--- src/rtl/fbs_pkg.sv ---
// Shared types, codes and constants for the firmware update block sequencer.
// Used by every module of the sequencer but fbs_ram; depends on nothing.
`default_nettype none

package fbs_pkg;

   // Block and flash geometry.
   localparam int BLOCK_BYTES       = 128;
   localparam int WORD_BYTES        = 8;
   localparam int WORDS_PER_BLOCK   = BLOCK_BYTES / WORD_BYTES;
   localparam int BLOCKS_PER_SECTOR = 4;
   localparam int SECTOR_BYTES      = 512;
   localparam int BYTE_IDX_W        = $clog2(BLOCK_BYTES);
   localparam int LANE_W            = $clog2(WORD_BYTES);
   localparam int WORD_IDX_W        = $clog2(WORDS_PER_BLOCK);
   localparam int BLOCK_SHIFT       = $clog2(BLOCK_BYTES);
   localparam int SECTOR_SHIFT      = $clog2(SECTOR_BYTES);
   localparam int SECTOR_SEL_W      = $clog2(BLOCKS_PER_SECTOR);

   // Field widths.
   localparam int TIMER_W     = 16;
   localparam int BLOCK_NUM_W = 16;
   localparam int VALUE_W     = 32;
   localparam int ADDR_W      = 32;
   localparam int BYTE_W      = 8;
   localparam int WORD_W      = WORD_BYTES * BYTE_W;
   localparam int BSUM_W      = BYTE_W + LANE_W;
   localparam int CODE_W      = 2;

   // Stream packing.
   localparam int REQ_FIELDS_W = VALUE_W + BYTE_IDX_W;
   localparam int REQ_DATA_W   = ((REQ_FIELDS_W + 7) / 8) * 8;
   localparam int RSP_FIELDS_W = CODE_W + ADDR_W + WORD_W;
   localparam int RSP_DATA_W   = ((RSP_FIELDS_W + 7) / 8) * 8;

   // Register port.
   localparam int CSR_ADDR_W = 5;
   localparam int CSR_DATA_W = 32;
   localparam int REG_IDX_W  = 3;

   localparam logic [REG_IDX_W-1:0] REG_LENGTH_RETRY = 3'd0;
   localparam logic [REG_IDX_W-1:0] REG_BLOCK_RETRY  = 3'd1;
   localparam logic [REG_IDX_W-1:0] REG_SHORT_GAP    = 3'd2;
   localparam logic [REG_IDX_W-1:0] REG_LONG_GAP     = 3'd3;
   localparam logic [REG_IDX_W-1:0] REG_FINISH_RETRY = 3'd4;
   localparam logic [REG_IDX_W-1:0] REG_FAST_LINK    = 3'd5;
   localparam logic [REG_IDX_W-1:0] REG_IMAGE_BASE   = 3'd6;

   localparam logic [TIMER_W-1:0] LENGTH_RETRY_RESET = 16'd800;
   localparam logic [TIMER_W-1:0] BLOCK_RETRY_RESET  = 16'd100;
   localparam logic [TIMER_W-1:0] SHORT_GAP_RESET    = 16'd1;
   localparam logic [TIMER_W-1:0] LONG_GAP_RESET     = 16'd50;
   localparam logic [TIMER_W-1:0] FINISH_RETRY_RESET = 16'd125;
   localparam logic [ADDR_W-1:0]  IMAGE_BASE_RESET   = 32'h0000_4000;

   // Input operations.
   typedef enum logic [1:0] {
      OP_TICK     = 2'd0,
      OP_LENGTH   = 2'd1,
      OP_CHECKSUM = 2'd2,
      OP_DATA     = 2'd3
   } op_type;

   // Result actions and request codes.
   localparam logic [1:0] ACT_REQUEST = 2'd0;
   localparam logic [1:0] ACT_ERASE   = 2'd1;
   localparam logic [1:0] ACT_PROGRAM = 2'd2;

   localparam logic [CODE_W-1:0] REQ_NONE   = 2'd0;
   localparam logic [CODE_W-1:0] REQ_LENGTH = 2'd1;
   localparam logic [CODE_W-1:0] REQ_BLOCK  = 2'd2;
   localparam logic [CODE_W-1:0] REQ_DONE   = 2'd3;

   typedef struct packed {
      logic [TIMER_W-1:0] length_retry_ticks;
      logic [TIMER_W-1:0] block_retry_ticks;
      logic [TIMER_W-1:0] short_gap_ticks;
      logic [TIMER_W-1:0] long_gap_ticks;
      logic [TIMER_W-1:0] finish_retry_ticks;
      logic               fast_link;
      logic [ADDR_W-1:0]  image_base;
   } cfg_type;

   // Controller to datapath.
   typedef struct packed {
      logic capture;     // latch the accepted transaction
      logic apply;       // store length, checksum or data byte
      logic tick_step;   // advance timers and take one sequencer step
      logic load_erase;  // put the sector erase into the output register
      logic read_word;   // read one word of the block buffer
      logic load_word;   // put the program word into the output register
   } cmd_type;

   // Datapath to controller.
   typedef struct packed {
      logic is_tick;
      logic out_free;
      logic finish_block;
      logic need_erase;
      logic word_last;
   } sts_type;

endpackage

`default_nettype wire

--- src/rtl/fbs_ram.sv ---
// Generic single-write, single-read RAM with a registered read port.
// Stand-alone; no package dependencies.
`default_nettype none

module fbs_ram #(
   parameter int WIDTH = 8,
   parameter int DEPTH = 16
) (
   input  wire logic                     clock,
   input  wire logic                     wr_en,
   input  wire logic [$clog2(DEPTH)-1:0] wr_addr,
   input  wire logic [WIDTH-1:0]         wr_data,
   input  wire logic                     rd_en,
   input  wire logic [$clog2(DEPTH)-1:0] rd_addr,
   output logic      [WIDTH-1:0]         rd_data
);

   logic [WIDTH-1:0] mem [DEPTH];
   logic [WIDTH-1:0] rd_data_ff;

   always_ff @(posedge clock) begin
      if (wr_en) begin
         mem[wr_addr] <= wr_data;
      end
      if (rd_en) begin
         rd_data_ff <= mem[rd_addr];
      end
   end

   assign rd_data = rd_data_ff;

endmodule

`default_nettype wire

--- src/rtl/fbs_csr.sv ---
// Configuration registers behind the register bus port.
// Depends on fbs_pkg for register indexes, reset values and cfg_type.
`default_nettype none

module fbs_csr
   import fbs_pkg::*;
(
   input  wire logic                  clock,
   input  wire logic                  reset,
   input  wire logic                  psel,
   input  wire logic                  penable,
   input  wire logic                  pwrite,
   input  wire logic [CSR_ADDR_W-1:0] paddr,
   input  wire logic [CSR_DATA_W-1:0] pwdata,
   output logic      [CSR_DATA_W-1:0] prdata,
   output logic                       pready,
   output cfg_type                    cfg
);

   cfg_type cfg_ff, cfg_in;
   logic    wr_fire;
   logic [REG_IDX_W-1:0] reg_idx;

   assign pready  = 1'b1;
   assign wr_fire = psel & penable & pwrite & pready;
   assign reg_idx = paddr[CSR_ADDR_W-1:2];

   always_comb begin
      cfg_in = cfg_ff;
      if (wr_fire) begin
         unique case (reg_idx)
            REG_LENGTH_RETRY: cfg_in.length_retry_ticks = pwdata[TIMER_W-1:0];
            REG_BLOCK_RETRY:  cfg_in.block_retry_ticks  = pwdata[TIMER_W-1:0];
            REG_SHORT_GAP:    cfg_in.short_gap_ticks    = pwdata[TIMER_W-1:0];
            REG_LONG_GAP:     cfg_in.long_gap_ticks     = pwdata[TIMER_W-1:0];
            REG_FINISH_RETRY: cfg_in.finish_retry_ticks = pwdata[TIMER_W-1:0];
            REG_FAST_LINK:    cfg_in.fast_link          = pwdata[0];
            REG_IMAGE_BASE:   cfg_in.image_base         = pwdata[ADDR_W-1:0];
            default:          cfg_in = cfg_ff;
         endcase
      end
   end

   always_comb begin
      unique case (reg_idx)
         REG_LENGTH_RETRY: prdata = CSR_DATA_W'(cfg_ff.length_retry_ticks);
         REG_BLOCK_RETRY:  prdata = CSR_DATA_W'(cfg_ff.block_retry_ticks);
         REG_SHORT_GAP:    prdata = CSR_DATA_W'(cfg_ff.short_gap_ticks);
         REG_LONG_GAP:     prdata = CSR_DATA_W'(cfg_ff.long_gap_ticks);
         REG_FINISH_RETRY: prdata = CSR_DATA_W'(cfg_ff.finish_retry_ticks);
         REG_FAST_LINK:    prdata = CSR_DATA_W'(cfg_ff.fast_link);
         REG_IMAGE_BASE:   prdata = CSR_DATA_W'(cfg_ff.image_base);
         default:          prdata = '0;
      endcase
   end

   always_ff @(posedge clock) begin
      if (reset) begin
         cfg_ff.length_retry_ticks <= LENGTH_RETRY_RESET;
         cfg_ff.block_retry_ticks  <= BLOCK_RETRY_RESET;
         cfg_ff.short_gap_ticks    <= SHORT_GAP_RESET;
         cfg_ff.long_gap_ticks     <= LONG_GAP_RESET;
         cfg_ff.finish_retry_ticks <= FINISH_RETRY_RESET;
         cfg_ff.fast_link          <= 1'b0;
         cfg_ff.image_base         <= IMAGE_BASE_RESET;
      end else begin
         cfg_ff <= cfg_in;
      end
   end

   assign cfg = cfg_ff;

endmodule

`default_nettype wire

--- src/rtl/fbs_ctrl.sv ---
// Controller state machine: accepts transactions and drives the datapath
// through each sequencer step and block write-out. Depends on fbs_pkg.
`default_nettype none

module fbs_ctrl
   import fbs_pkg::*;
(
   input  wire logic clock,
   input  wire logic reset,
   input  wire logic in_valid,
   output logic      in_ready,
   input  sts_type   sts,
   output cmd_type   cmd
);

   typedef enum logic [2:0] {
      S_IDLE,
      S_EXEC,
      S_ERASE,
      S_READ,
      S_WORD
   } state_type;

   state_type state_ff, state_in;

   assign in_ready = (state_ff == S_IDLE);

   always_comb begin
      cmd      = '0;
      state_in = state_ff;
      unique case (state_ff)
         S_IDLE: begin
            if (in_valid) begin
               cmd.capture = 1'b1;
               state_in    = S_EXEC;
            end
         end
         S_EXEC: begin
            if (!sts.is_tick) begin
               cmd.apply = 1'b1;
               state_in  = S_IDLE;
            end else if (sts.out_free) begin
               // A tick may emit a request, so it waits for the output register.
               cmd.tick_step = 1'b1;
               if (sts.finish_block) begin
                  state_in = sts.need_erase ? S_ERASE : S_READ;
               end else begin
                  state_in = S_IDLE;
               end
            end
         end
         S_ERASE: begin
            if (sts.out_free) begin
               cmd.load_erase = 1'b1;
               state_in       = S_READ;
            end
         end
         S_READ: begin
            cmd.read_word = 1'b1;
            state_in      = S_WORD;
         end
         S_WORD: begin
            if (sts.out_free) begin
               cmd.load_word = 1'b1;
               state_in      = sts.word_last ? S_IDLE : S_READ;
            end
         end
         default: state_in = S_IDLE;
      endcase
   end

   always_ff @(posedge clock) begin
      if (reset) begin
         state_ff <= S_IDLE;
      end else begin
         state_ff <= state_in;
      end
   end

endmodule

`default_nettype wire

--- src/rtl/fbs_datapath.sv ---
// Sequencer datapath: phase and timers, sums, block buffer and output register.
// Depends on fbs_pkg and instantiates fbs_ram for the buffer byte lanes.
`default_nettype none

module fbs_datapath
   import fbs_pkg::*;
(
   input  wire logic                  clock,
   input  wire logic                  reset,
   input  cfg_type                    cfg,
   input  cmd_type                    cmd,
   output sts_type                    sts,
   input  wire logic [1:0]            in_op,
   input  wire logic [VALUE_W-1:0]    in_value,
   input  wire logic [BYTE_IDX_W-1:0] in_index,
   input  wire logic                  in_done,
   output logic                       rsp_valid,
   input  wire logic                  rsp_ready,
   output logic      [1:0]            rsp_action,
   output logic      [CODE_W-1:0]     rsp_code,
   output logic      [ADDR_W-1:0]     rsp_addr,
   output logic      [WORD_W-1:0]     rsp_word,
   output logic                       rsp_last
);

   typedef enum logic [2:0] {
      PH_IDLE   = 3'd0,
      PH_LENGTH = 3'd1,
      PH_DATA   = 3'd2,
      PH_GAP    = 3'd3,
      PH_END    = 3'd4
   } phase_type;

   // Captured transaction.
   op_type                op_ff, op_in;
   logic [VALUE_W-1:0]    value_ff, value_in;
   logic [BYTE_IDX_W-1:0] index_ff, index_in;
   logic                  done_ff, done_in;

   // Sequencer state.
   phase_type             phase_ff, phase_in;
   logic [TIMER_W-1:0]    retry_ff, retry_in;
   logic [TIMER_W-1:0]    gap_ff, gap_in;
   logic [BLOCK_NUM_W-1:0] bnum_ff, bnum_in;
   logic [VALUE_W-1:0]    length_ff, length_in;
   logic [VALUE_W-1:0]    expect_ff, expect_in;
   logic [VALUE_W-1:0]    sum_ff, sum_in;
   logic                  ready_ff, ready_in;
   logic [BLOCK_BYTES-1:0] valid_ff, valid_in;
   logic [WORD_IDX_W-1:0] word_cnt_ff, word_cnt_in;
   logic [WORD_BYTES-1:0] vmask_ff, vmask_in;

   // Output register.
   logic                  out_valid_ff, out_valid_in;
   logic [1:0]            out_action_ff, out_action_in;
   logic [CODE_W-1:0]     out_code_ff, out_code_in;
   logic [ADDR_W-1:0]     out_addr_ff, out_addr_in;
   logic [WORD_W-1:0]     out_word_ff, out_word_in;
   logic                  out_last_ff, out_last_in;

   logic [TIMER_W-1:0]    retry_inc, gap_inc;
   logic [BYTE_W-1:0]     lane_q [WORD_BYTES];
   logic [WORD_W-1:0]     word_data;
   logic [BSUM_W-1:0]     byte_sum;
   logic [BLOCK_NUM_W:0]  bnum_next;
   logic [ADDR_W-1:0]     covered_bytes;
   logic                  last_block;
   logic [ADDR_W-1:0]     word_addr, sector_addr;
   logic                  out_free;
   logic                  buf_wr;

   assign retry_inc = (&retry_ff) ? retry_ff : retry_ff + 1'b1;
   assign gap_inc   = (&gap_ff) ? gap_ff : gap_ff + 1'b1;
   assign out_free  = !out_valid_ff || rsp_ready;

   // Each lane holds one byte position of every word, so a whole word is
   // read at once. Bytes not written since the last clear read as zero.
   assign buf_wr = cmd.apply && (op_ff == OP_DATA);

   for (genvar b = 0; b < WORD_BYTES; b++) begin : g_lane
      fbs_ram #(
         .WIDTH(BYTE_W),
         .DEPTH(WORDS_PER_BLOCK)
      ) u_lane (
         .clock  (clock),
         .wr_en  (buf_wr && (index_ff[LANE_W-1:0] == LANE_W'(b))),
         .wr_addr(index_ff[BYTE_IDX_W-1:LANE_W]),
         .wr_data(value_ff[BYTE_W-1:0]),
         .rd_en  (cmd.read_word),
         .rd_addr(word_cnt_ff),
         .rd_data(lane_q[b])
      );
      assign word_data[b*BYTE_W +: BYTE_W] = lane_q[b] & {BYTE_W{vmask_ff[b]}};
   end

   always_comb begin
      byte_sum = '0;
      for (int b = 0; b < WORD_BYTES; b++) begin
         byte_sum = byte_sum + BSUM_W'(word_data[b*BYTE_W +: BYTE_W]);
      end
   end

   // The block is the last one when (block_number + 1) blocks cover the image.
   assign bnum_next     = {1'b0, bnum_ff} + 1'b1;
   assign covered_bytes = ADDR_W'(bnum_next) << BLOCK_SHIFT;
   assign last_block    = covered_bytes >= length_ff;

   assign word_addr = cfg.image_base + ((ADDR_W'(bnum_ff) << BLOCK_SHIFT) |
                                        (ADDR_W'(word_cnt_ff) << LANE_W));
   assign sector_addr = cfg.image_base +
                        (ADDR_W'(bnum_ff[BLOCK_NUM_W-1:SECTOR_SEL_W]) << SECTOR_SHIFT);

   assign sts.is_tick      = (op_ff == OP_TICK);
   assign sts.out_free     = out_free;
   assign sts.finish_block = (phase_ff == PH_DATA) && ready_ff;
   assign sts.need_erase   = (bnum_ff[SECTOR_SEL_W-1:0] == '0);
   assign sts.word_last    = (word_cnt_ff == WORD_IDX_W'(WORDS_PER_BLOCK - 1));

   always_comb begin
      op_in       = op_ff;
      value_in    = value_ff;
      index_in    = index_ff;
      done_in     = done_ff;
      phase_in    = phase_ff;
      retry_in    = retry_ff;
      gap_in      = gap_ff;
      bnum_in     = bnum_ff;
      length_in   = length_ff;
      expect_in   = expect_ff;
      sum_in      = sum_ff;
      ready_in    = ready_ff;
      valid_in    = valid_ff;
      word_cnt_in = word_cnt_ff;
      vmask_in    = vmask_ff;

      out_valid_in  = out_valid_ff && !rsp_ready;
      out_action_in = out_action_ff;
      out_code_in   = out_code_ff;
      out_addr_in   = out_addr_ff;
      out_word_in   = out_word_ff;
      out_last_in   = out_last_ff;

      if (cmd.capture) begin
         op_in    = op_type'(in_op);
         value_in = in_value;
         index_in = in_index;
         done_in  = in_done;
      end

      if (cmd.apply) begin
         unique case (op_ff)
            OP_LENGTH:   length_in = value_ff;
            OP_CHECKSUM: expect_in = value_ff;
            OP_DATA: begin
               valid_in[index_ff] = 1'b1;
               if (done_ff) begin
                  ready_in = 1'b1;
               end
            end
            OP_TICK: ;
         endcase
      end

      if (cmd.tick_step) begin
         retry_in = retry_inc;
         gap_in   = gap_inc;
         unique case (phase_ff)
            PH_IDLE: begin
               retry_in      = '0;
               phase_in      = PH_LENGTH;
               out_valid_in  = 1'b1;
               out_action_in = ACT_REQUEST;
               out_code_in   = REQ_LENGTH;
               out_addr_in   = '0;
               out_word_in   = '0;
               out_last_in   = 1'b1;
            end
            PH_LENGTH: begin
               if (length_ff != '0) begin
                  bnum_in  = '0;
                  gap_in   = '0;
                  phase_in = PH_GAP;
               end else if (retry_inc >= cfg.length_retry_ticks) begin
                  retry_in      = '0;
                  out_valid_in  = 1'b1;
                  out_action_in = ACT_REQUEST;
                  out_code_in   = REQ_LENGTH;
                  out_addr_in   = '0;
                  out_word_in   = '0;
                  out_last_in   = 1'b1;
               end
            end
            PH_DATA: begin
               // A ready block is written out by the following commands.
               if (!ready_ff && (retry_inc >= cfg.block_retry_ticks)) begin
                  retry_in = '0;
                  gap_in   = '0;
                  phase_in = PH_GAP;
               end
            end
            PH_GAP: begin
               if ((gap_inc >= cfg.short_gap_ticks && cfg.fast_link) ||
                   gap_inc >= cfg.long_gap_ticks) begin
                  phase_in      = PH_DATA;
                  out_valid_in  = 1'b1;
                  out_action_in = ACT_REQUEST;
                  out_code_in   = REQ_BLOCK;
                  out_addr_in   = '0;
                  out_word_in   = '0;
                  out_last_in   = 1'b1;
               end
            end
            PH_END: begin
               if (retry_inc >= cfg.finish_retry_ticks) begin
                  retry_in = '0;
                  if (sum_ff == expect_ff) begin
                     out_valid_in  = 1'b1;
                     out_action_in = ACT_REQUEST;
                     out_code_in   = REQ_DONE;
                     out_addr_in   = '0;
                     out_word_in   = '0;
                     out_last_in   = 1'b1;
                  end else begin
                     // Checksum mismatch: start the whole download over.
                     phase_in  = PH_IDLE;
                     gap_in    = '0;
                     bnum_in   = '0;
                     length_in = '0;
                     expect_in = '0;
                     sum_in    = '0;
                     ready_in  = 1'b0;
                     valid_in  = '0;
                  end
               end
            end
            default: ;
         endcase
      end

      if (cmd.load_erase) begin
         out_valid_in  = 1'b1;
         out_action_in = ACT_ERASE;
         out_code_in   = REQ_NONE;
         out_addr_in   = sector_addr;
         out_word_in   = '0;
         out_last_in   = 1'b0;
      end

      if (cmd.read_word) begin
         for (int b = 0; b < WORD_BYTES; b++) begin
            vmask_in[b] = valid_ff[{word_cnt_ff, LANE_W'(b)}];
         end
      end

      if (cmd.load_word) begin
         out_valid_in  = 1'b1;
         out_action_in = ACT_PROGRAM;
         out_code_in   = REQ_NONE;
         out_addr_in   = word_addr;
         out_word_in   = word_data;
         out_last_in   = sts.word_last;
         sum_in        = sum_ff + VALUE_W'(byte_sum);
         word_cnt_in   = word_cnt_ff + 1'b1;
         if (sts.word_last) begin
            valid_in = '0;
            ready_in = 1'b0;
            if (last_block) begin
               retry_in = '0;
               phase_in = PH_END;
            end else begin
               bnum_in  = bnum_next[BLOCK_NUM_W-1:0];
               gap_in   = '0;
               phase_in = PH_GAP;
            end
         end
      end
   end

   always_ff @(posedge clock) begin
      if (reset) begin
         phase_ff     <= PH_IDLE;
         retry_ff     <= '0;
         gap_ff       <= '0;
         bnum_ff      <= '0;
         length_ff    <= '0;
         expect_ff    <= '0;
         sum_ff       <= '0;
         ready_ff     <= 1'b0;
         valid_ff     <= '0;
         word_cnt_ff  <= '0;
         out_valid_ff <= 1'b0;
      end else begin
         phase_ff     <= phase_in;
         retry_ff     <= retry_in;
         gap_ff       <= gap_in;
         bnum_ff      <= bnum_in;
         length_ff    <= length_in;
         expect_ff    <= expect_in;
         sum_ff       <= sum_in;
         ready_ff     <= ready_in;
         valid_ff     <= valid_in;
         word_cnt_ff  <= word_cnt_in;
         out_valid_ff <= out_valid_in;
      end
   end

   always_ff @(posedge clock) begin
      op_ff         <= op_in;
      value_ff      <= value_in;
      index_ff      <= index_in;
      done_ff       <= done_in;
      vmask_ff      <= vmask_in;
      out_action_ff <= out_action_in;
      out_code_ff   <= out_code_in;
      out_addr_ff   <= out_addr_in;
      out_word_ff   <= out_word_in;
      out_last_ff   <= out_last_in;
   end

   assign rsp_valid  = out_valid_ff;
   assign rsp_action = out_action_ff;
   assign rsp_code   = out_code_ff;
   assign rsp_addr   = out_addr_ff;
   assign rsp_word   = out_word_ff;
   assign rsp_last   = out_last_ff;

endmodule

`default_nettype wire

--- src/rtl/firmware_update_block_sequencer_core.sv ---
// A transaction is captured in S_IDLE and executed in S_EXEC, where a tick waits for a free
// output register; a request result is loaded into the output register by that step.
// A new transaction is taken only once the last one has been executed; a tick that completes
// a block adds an optional sector erase and sixteen program words, each a buffer read and an
// output load. A waiting result stalls the controller.
// Reset clears the sequencer state bar the word mask, the buffer valid bits and the registers at once.
`default_nettype none

module firmware_update_block_sequencer_core
   import fbs_pkg::*;
(
   input  wire logic                  clock,
   input  wire logic                  reset,
   // Input stream.
   input  wire logic                  req_tvalid,
   output logic                       req_tready,
   input  wire logic [REQ_DATA_W-1:0] req_tdata,  // value[31:0], byte_index[38:32], zero pad
   input  wire logic [1:0]            req_tuser,  // operation[1:0]
   input  wire logic                  req_tlast,  // block_done
   // Result stream.
   output logic                       rsp_tvalid,
   input  wire logic                  rsp_tready,
   output logic      [RSP_DATA_W-1:0] rsp_tdata,  // request_code[1:0], flash_address[33:2],
                                                  // data_word[97:34], zero pad
   output logic      [1:0]            rsp_tuser,  // action[1:0]
   output logic                       rsp_tlast,  // last
   // Register port.
   input  wire logic                  csr_psel,
   input  wire logic                  csr_penable,
   input  wire logic                  csr_pwrite,
   input  wire logic [CSR_ADDR_W-1:0] csr_paddr,
   input  wire logic [CSR_DATA_W-1:0] csr_pwdata,
   output logic      [CSR_DATA_W-1:0] csr_prdata,
   output logic                       csr_pready
);

   cfg_type cfg;
   cmd_type cmd;
   sts_type sts;

   logic [CODE_W-1:0] rsp_code;
   logic [ADDR_W-1:0] rsp_addr;
   logic [WORD_W-1:0] rsp_word;

   fbs_csr u_csr (
      .clock  (clock),
      .reset  (reset),
      .psel   (csr_psel),
      .penable(csr_penable),
      .pwrite (csr_pwrite),
      .paddr  (csr_paddr),
      .pwdata (csr_pwdata),
      .prdata (csr_prdata),
      .pready (csr_pready),
      .cfg    (cfg)
   );

   fbs_ctrl u_ctrl (
      .clock   (clock),
      .reset   (reset),
      .in_valid(req_tvalid),
      .in_ready(req_tready),
      .sts     (sts),
      .cmd     (cmd)
   );

   fbs_datapath u_datapath (
      .clock     (clock),
      .reset     (reset),
      .cfg       (cfg),
      .cmd       (cmd),
      .sts       (sts),
      .in_op     (req_tuser),
      .in_value  (req_tdata[VALUE_W-1:0]),
      .in_index  (req_tdata[VALUE_W +: BYTE_IDX_W]),
      .in_done   (req_tlast),
      .rsp_valid (rsp_tvalid),
      .rsp_ready (rsp_tready),
      .rsp_action(rsp_tuser),
      .rsp_code  (rsp_code),
      .rsp_addr  (rsp_addr),
      .rsp_word  (rsp_word),
      .rsp_last  (rsp_tlast)
   );

   assign rsp_tdata = RSP_DATA_W'({rsp_word, rsp_addr, rsp_code});

endmodule

`default_nettype wire

--- config.mk ---
export PLATFORM = sky130hd
export DESIGN_NAME = firmware_update_block_sequencer_core
export DESIGN_NICKNAME = d
export VERILOG_FILES = /design/src/rtl/fbs_pkg.sv /design/src/rtl/fbs_ram.sv /design/src/rtl/fbs_csr.sv /design/src/rtl/fbs_ctrl.sv /design/src/rtl/fbs_datapath.sv /design/src/rtl/firmware_update_block_sequencer_core.sv
export SDC_FILE = /design/constraint.sdc
export NUM_CORES = 2
export LEC_CHECK = 0
export ABC_CLOCK_PERIOD_IN_PS = 8200
export BUFFER_PORTS_ARGS = -buffer_cell sky130_fd_sc_hd__buf_2
export CAP_MARGIN = 20
export CELL_PAD_IN_SITES_DETAIL_PLACEMENT = 0
export CELL_PAD_IN_SITES_GLOBAL_PLACEMENT = 1
export CORE_MARGIN = 4
export CORE_UTILIZATION = 30
export CTS_BUF_LIST = sky130_fd_sc_hd__clkbuf_8
export DETAILED_ROUTE_END_ITERATION = 10
export HOLD_SLACK_MARGIN = 0.06
export MAX_ROUTING_LAYER = met4
export PLACE_DENSITY_LB_ADDON = 0.1
export SETUP_SLACK_MARGIN = 0.3
export SLEW_MARGIN = 20
export SYNTH_ARGS = -nofsm -noshare
export SYNTH_HDL_FRONTEND = slang
export SYNTH_HIERARCHICAL = 1
export SYNTH_SLANG_ARGS = --single-unit
--- constraint.sdc ---
create_clock -name clock -period 8.2 [get_ports clock]
set_input_delay 0.82 -clock clock [delete_from_list [all_inputs] [get_ports clock]]
set_output_delay 0.82 -clock clock [all_outputs]
set_load 0.1 [all_outputs]
After elaboration in Yosys (flattened, before gate mapping)
Memories as Yosys holds them, arrays and structs flattened. A register that Yosys moved wholly into a read port is not among the register bits. Index checks and enable logic that the tools add are counted.

Register bits after elaboration: 548. Bits in writable memories: 1024. Input bits: 87. Output and inout port bits: 142. Word-level logic and storage cells: 349. Memories: 8.

$add $sub $neg: 14. $lt $le $gt $ge: 16. Equal/unequal tests: 46. Multiplexer cells: 175. Bitwise operators: 12. Reduce and logical (&&, ||, !) cells: 49.

Memory list: u_datapath.g_lane[0].u_lane.mem (words 16, bits a word 8, read ports 1, clocked after Yosys merged registers in 1, write ports 1, RTL line fbs_ram.sv:18) `logic [WIDTH-1:0] mem [DEPTH];`; u_datapath.g_lane[1].u_lane.mem (words 16, bits a word 8, read ports 1, clocked after Yosys merged registers in 1, write ports 1, RTL line fbs_ram.sv:18); u_datapath.g_lane[2].u_lane.mem (words 16, bits a word 8, read ports 1, clocked after Yosys merged registers in 1, write ports 1, RTL line fbs_ram.sv:18); u_datapath.g_lane[3].u_lane.mem (words 16, bits a word 8, read ports 1, clocked after Yosys merged registers in 1, write ports 1, RTL line fbs_ram.sv:18); u_datapath.g_lane[4].u_lane.mem (words 16, bits a word 8, read ports 1, clocked after Yosys merged registers in 1, write ports 1, RTL line fbs_ram.sv:18); u_datapath.g_lane[5].u_lane.mem (words 16, bits a word 8, read ports 1, clocked after Yosys merged registers in 1, write ports 1, RTL line fbs_ram.sv:18); +2 memories.

Operators by type and width (number): two-way mux 128 bit (8); two-way mux 32 bit (25); two-way mux 64 bit (8); two-way mux 16 bit (25); one-hot mux 64 bit (4 select lines) (1); one-hot mux 32 bit (7 select lines) (1); OR 128 bit (1); one-hot mux 32 bit (4 select lines) (1); greater-or-equal comparator 16 bit (5); less-than comparator 7 x 8 -> 1 bit, second input constant (9); adder 11 x 8 -> 11 bit (6); AND 8 bit (8); one-hot mux 16 bit (4 select lines) (1); two-way mux 1 bit (59); one-hot mux 16 bit (3 select lines) (1); two-way mux 3 bit (15); adder 16 x 1 -> 16 bit, second input constant (2); adder 32 x 11 -> 32 bit (1); adder 32 x 23 -> 32 bit (1); adder 32 bit (1); binary-select mux 1 bit (select 4 bit) (8); equality test 32 bit (1); greater-or-equal comparator 24 x 32 -> 1 bit (1); one-hot mux 16 bit (2 select lines) (1); other kinds (39) (122).

Longest topological paths before layout
Depth in word-level cells: 13. Depth in mapped cells: 21. Gate-level depth less buffers: 20.

Modules after synthesis
Netlist, hierarchy kept.

By module, submodules not included: fbs_ram (times used 8, cells each 229, area each 5227.5 µm², seq. area each 4083.9 µm²); fbs_datapath (times used 1, cells each 2564, area each 23685.2 µm², seq. area each 10119.7 µm²); fbs_csr (times used 1, cells each 639, area each 5265.0 µm², seq. area each 2262.2 µm²); fbs_ctrl (times used 1, cells each 32, area each 272.8 µm², seq. area each 60.1 µm²); firmware_update_block_sequencer_core (times used 1, cells each 7, area each 48.8 µm², seq. area each 0.0 µm²).

Worst setup path before layout
No wires, ideal clock.

Path kind: register -> register. Start point: register u_datapath.gap_ff[3]. End point: register u_datapath.out_addr_ff[0], in the netlist u_datapath/rsp_addr[0], enable pin. Library setup time: 0.459 ns. Data arrival time: 5.590 ns. Data required time: 7.741 ns. Path slack: 2.151 ns. Stages on the path, launching flop included: 16. Path buffers: 1. Clock period less this slack: 6.049 ns. Cell sequence: dfxtp_1 > clkbuf_1 > nand4_1 > nor4_1 > nand2_1 > and4_1 > nand3_1 > nor2_1 > xor2_1 > ha_1 > nand3_1 > or4_1 > a31oi_1 > a2111oi_0 > a211o_1 > nand2_1.

Cells in the longest elaborated chain, start to end: 7. Elaborated cells on any way between the ends: 9. Classes of those cells: add/sub (1); order compare (2); eq/ne (1); mux (1); reduce/logical (4).

RTL lines: start: declaration (RTL line fbs_datapath.sv:43) `logic [TIMER_W-1:0] gap_ff, gap_in;`; start signal: assignment (RTL line fbs_datapath.sv:295) `gap_ff <= gap_in;`; adder 16 x 1 -> 16 bit / AND reduction 16 bit (equally long branches) (RTL line fbs_datapath.sv:73) `assign gap_inc = (&gap_ff) ? gap_ff : gap_ff + 1'b1;`; two-way mux 16 bit (*) (RTL line fbs_datapath.sv:73); greater-or-equal comparator 16 bit (RTL line fbs_datapath.sv:202) `if ((gap_inc >= cfg.short_gap_ticks && cfg.fast_link) ||`; logical AND 1 bit (RTL line fbs_datapath.sv:202); logical OR 1 bit (*) (RTL line fbs_datapath.sv:202); != test 4 x 3 -> 1 bit (no source line) (*); AND reduction 7 bit (no source line) (*); end signal: assignment (RTL line fbs_datapath.sv:315) `out_addr_ff <= out_addr_in;`; end: declaration (RTL line fbs_datapath.sv:57) `logic [ADDR_W-1:0] out_addr_ff, out_addr_in;`.

Every way passes the cells marked *; elsewhere a longest branch is shown, timed or not. A chain may end at the register's enable or synchronous reset.

Worst setup path in the final report
Start point: register u_datapath.gap_ff[5]. End point: register u_datapath.out_addr_ff[15], in the netlist u_datapath/rsp_addr[15], enable pin.

The elaborated chain is that of the path after synthesis.

==> metrics.md <==
| Metric | Value |
|---|---|
| CTS clock-pin slew for the worst setup and hold paths | 0.06 ns |
| Vias per cell | 4.932 |
| Status | finished, final reports clean |
| Crit path max fanout | 42 |
| Switching Share | 0.2662 |
| Die W | 494.8 um |
| Area of the die | 244,800 um2 |
| Die height | 494.8 um |
| Multi-input gate area | 23,770 um2 |
| Layout cells sized above 1 | 0.1746 |
| EDFF count, synth | 1,235 |
| Hpwl dp | 143.1 mm |
| IO buf count | 218 |
| Post-Syn Area per Cell | 14.01 um2 |
| Area growth from synthesis to layout | 15.29% |
| CP arrival | 6.88 ns |
| #FFs+latches synth | 1,636 |
| Non-Filler Instances | 8,889 |
| Setup TNS | 0 ns |
| Synth warn | 6 |
| Nature of the critical path endpoint | register |
| Max cap viols | 0 |
| Clk sink count | 1,636 |
| Launching point of the worst reg2reg path | u_datapath/gap_ff[5]$_SDFF_PP0_ |
| Total power | 18.31 mW |
| R2r setup slk | 1.97 ns |
| Fraction of registers with async set/reset | 0 |
| Clock latency on the worst-skew pair | 1.07 ns |
| Antenna viol nets, final | 0 |
| Num CTS Buffers | 317 |
| Mapped Area | 71,090 um2 |
| Fmax | 0.1604 GHz |
| TritonCTS clock tree | yes |
| GPL Wtd Cong | 0.7905 |
| Core Box Area | 235,400 um2 |
| Clock Skews | 0.1524 ns |
| Design Area, Final | 81,960 um2 |
| Total iterations of the first detailed-routing run | 5 |
| I/O Pins | 229 |
| Worst hold path type | input port to register |
| Final core occ | 0.3482 |
| H-tree depth | 5 |
| Critical R2R Capture | u_datapath/rsp_addr[15]$_DFFE_PP_ |
| Worst Hold Depth | 3 |
| Clock Tree Root | clkbuf_8 |
| Gr ovfl total | 0 |
| Internal power | 13.43 mW |
| First-pass GRT wire length | 319.6 mm |
| Final setup vio count | 0 |
| FF/Latch Area | 45,130 um2 |
| Final Cycle Share | 0.7601 |
| Initial Util | 0.3020 |
| Slew Limit Fails | 0 |
| RSZ-0062 raised after global routing | no |
| Pin count of the biggest net entering global routing | 123 |
| Slew @ Worst Pin | 1.122 ns |
| Hold Crit Start | csr_pwdata[1] |
| Placed Cells | 8,270 |
| Post-place instance area | 75,570 um2 |
| Worst Hold End | u_csr/cfg[66]$_SDFFE_PP0P_ |
| WL/cell | 24.98 um |
| Path depth of the worst reg2reg path | 17 |
| Peak supply drop | 0.1330 mV |
| Startpoint type of the worst setup path | register |
| Sw power | 4.874 mW |
| Initial antenna violation count | 5 |
| Sequential area share after synthesis | 0.6346 |
| Prevailing post-synth register cell | edfxtp_1 |
| Vias in the first global route | 44,430 |
| Fin. Hold Viols | 0 |
| Cell Pwr Density | 223.4 nW/um2 |
| Mapped Cells | 5,074 |
| Leak pwr | 28.39 nW |
| Relative slew slack | 0.2522 |
| Flop pwr share | 0.502 |
| DRC | 0 |
| Worst-case clock buffer depth | 4 |
| CP required | 8.85 ns |
| GRT Util Overall | 0.1830 |
| Crit path kind | register to register |
| Routed wire length | 222.0 mm |
| Layout fillers | 23,140 |
| Clock share of power | 0.411 |
| Total number of vias | 43,840 |
| Library cells used by synthesis | 91 |
| DR iter-0 viols | 3,087 |
| Gate power share | 0.087 |
| Rows | 178 |
| Minimum clock period | 6.233 ns |
| Final #Nets | 5,786 |
==> cell usage in the layout (no fill, tap or decap), types with 23 or more instances in the layout <==
cell           synthesis  final
nand2_1              363    362
mux2i_1               50     50
o21ai_0              187    187
nor3_1                59     51
nor2_1               432    425
buf_4                 23    103
mux4_2               184    184
clkbuf_8               0    343
nor2b_1               30     29
dfxtp_1              401    397
ha_1                 139    139
clkinv_1               0     48
xor2_1                62     62
nand3_1              153    153
nand4_1               38     38
inv_1                210    313
a22oi_1              146    146
nand2b_1              39     36
dlygate4sd3_1          0     64
and3_1                71     71
fa_1                  57     57
clkinv_2               0     42
xnor2_1               46     46
buf_2                 67    217
a21oi_1              390    389
and2_1                49     48
mux4_1               112    112
edfxtp_1            1235   1235
a21o_1                23     23
mux2_2                26     26
==> flip-flops by register name (all words and copies together) (netlist names), 32 cells and up <==
signal,count
u_csr/cfg,113
u_datapath/expect_ff,32
u_datapath/g_lane.u_lane/mem,1024
u_datapath/g_lane.u_lane/rd_data,64
u_datapath/length_ff,32
u_datapath/rsp_addr,32
u_datapath/rsp_word,64
u_datapath/sum_ff,32
u_datapath/valid_ff,128
u_datapath/value_ff,32
==> repair_timing <==
| action | CTS | global route |
|---|---|---|
| endpoints found under the hold margin | 73 | 0 |
| resized for setup | 0 | 0 |
| setup buffers | 0 | 0 |
| hold buffers | 64 | 0 |
==> layer usage <==
metal | vias to the layer above | routed length [um] | track usage
met3 | 327 | 9333 | 0.02824
met5 | - | 0 | -
met4 | 0 | 4656 | 0.04531
li1 | 20170 | - | -
met1 | 22290 | 100000 | 0.2419
met2 | 1050 | 108100 | 0.2960
==> critical path, cell delays in order (launching register included) <==
cell	delay, ns
dfxtp_1	0.43
nand4_1	0.21
nor4_1	0.75
nand2_1	0.41
and4_1	0.37
nand3_1	0.19
nor2_1	0.08
xor2_1	0.18
ha_1	0.32
nand4_1	0.13
nor4_1	0.34
a21oi_1	0.12
o211ai_1	0.26
a2111oi_2	0.12
buf_4	0.19
a211o_1	0.44
nand2_4	0.86
buf_4	0.42
==> through the flow <==
stage	hold WS, ns	worst slack [ns]
6_report	0.1867	1.967
3_5_place_dp	0.4498	1.939
3_3_place_gp	0.4419	2.044
2_1_floorplan	0.4315	2.151
4_1_cts	0.06071	1.903
5_1_grt	0.09231	1.652
==> worst max-delay path by stage <==
stage,to,slack (ns),startpoint,cells after the start
after detailed placement,u_datapath/rsp_word[45]$_SDFFCE_PN0P_,1.94,u_datapath/gap_ff[5]$_SDFF_PP0_,16
final,u_datapath/rsp_addr[15]$_DFFE_PP_,1.97,u_datapath/gap_ff[5]$_SDFF_PP0_,17
after floorplan,u_datapath/rsp_addr[0]$_DFFE_PP_,2.15,u_datapath/gap_ff[3]$_SDFF_PP0_,15
after global routing,u_datapath/rsp_addr[15]$_DFFE_PP_,1.65,u_datapath/gap_ff[3]$_SDFF_PP0_,17
after global placement,u_datapath/rsp_word[45]$_SDFFCE_PN0P_,2.04,u_datapath/gap_ff[5]$_SDFF_PP0_,16
after CTS,u_datapath/rsp_addr[15]$_DFFE_PP_,1.90,u_datapath/gap_ff[5]$_SDFF_PP0_,17
==> synthesized netlist by cell type, drive strengths merged (9+ instances only) <==
cell type / n / area, um2
edfxtp: 1235 / 37090
nor2: 432 / 1622
dfxtp: 401 / 8028
a21oi: 390 / 1952
nand2: 364 / 1369
mux4: 296 / 7087
inv: 210 / 788.3
o21ai: 190 / 950.9
nand3: 153 / 765.7
a22oi: 146 / 1096
ha: 139 / 1739
buf: 132 / 860.8
clkbuf: 128 / 483.0
and3: 71 / 444.2
xor2: 62 / 543.0
nor3: 59 / 295.3
fa: 57 / 1141
mux2i: 50 / 500.5
and2: 49 / 306.5
xnor2: 46 / 402.9
nand2b: 40 / 252.7
nand4: 38 / 237.7
nor2b: 30 / 187.7
mux2: 26 / 292.8
a21o: 24 / 181.4
clkdlybuf4s25: 24 / 240.2
nor4: 20 / 131.4
nand3b: 18 / 135.1
a31oi: 16 / 100.1
o21a: 15 / 112.6
o31ai: 15 / 112.6
a22o: 14 / 122.6
a211oi: 13 / 97.59
or2: 11 / 68.82
o211ai: 10 / 75.07
or3b: 10 / 87.58
and2b: 9 / 67.56
and4: 9 / 78.83
==> power groups by stage <==
| stage | logic, mW | registers (mW) | clock network [mW] |
|---|---|---|---|
| after floorplan | 0.546 | 9.87 | 0 |
| after global placement | 1.59 | 9.36 | 0 |
| after detailed placement | 1.60 | 9.36 | 0 |
| after CTS | 1.63 | 9.19 | 7.84 |
| after global routing | 1.71 | 9.20 | 8.24 |
| final | 1.60 | 9.19 | 7.52 |
==> cells by family after synthesis <==
| group | Yosys count | synth area share |
|---|---|---|
| AOI/OAI and AO/OA | 923 | 0.07872 |
| and+or+nand+nor | 1343 | 0.08856 |
| adders and majority gates | 196 | 0.04051 |
| DFF | 1636 | 0.6346 |
| buffers and inverters | 494 | 0.03337 |
| muxes | 372 | 0.1108 |
| xor gates and xnor gates | 108 | 0.01331 |
| other | 2 | 0.0001056 |
==> cell type report <==
| cell class | count | area share |
|---|---|---|
| multi-input combinational | 2949 | 0.2900 |
| sequential | 1636 | 0.5506 |
| inverter | 210 | 0.009663 |
| clock inverter | 206 | 0.01229 |
| tap | 3150 | 0.04809 |
| antenna | 6 | 0.0001832 |
| timing repair buffer | 389 | 0.03161 |
| clock buffer | 343 | 0.05760 |
No activity file was read; power rests on OpenSTA's default activity.
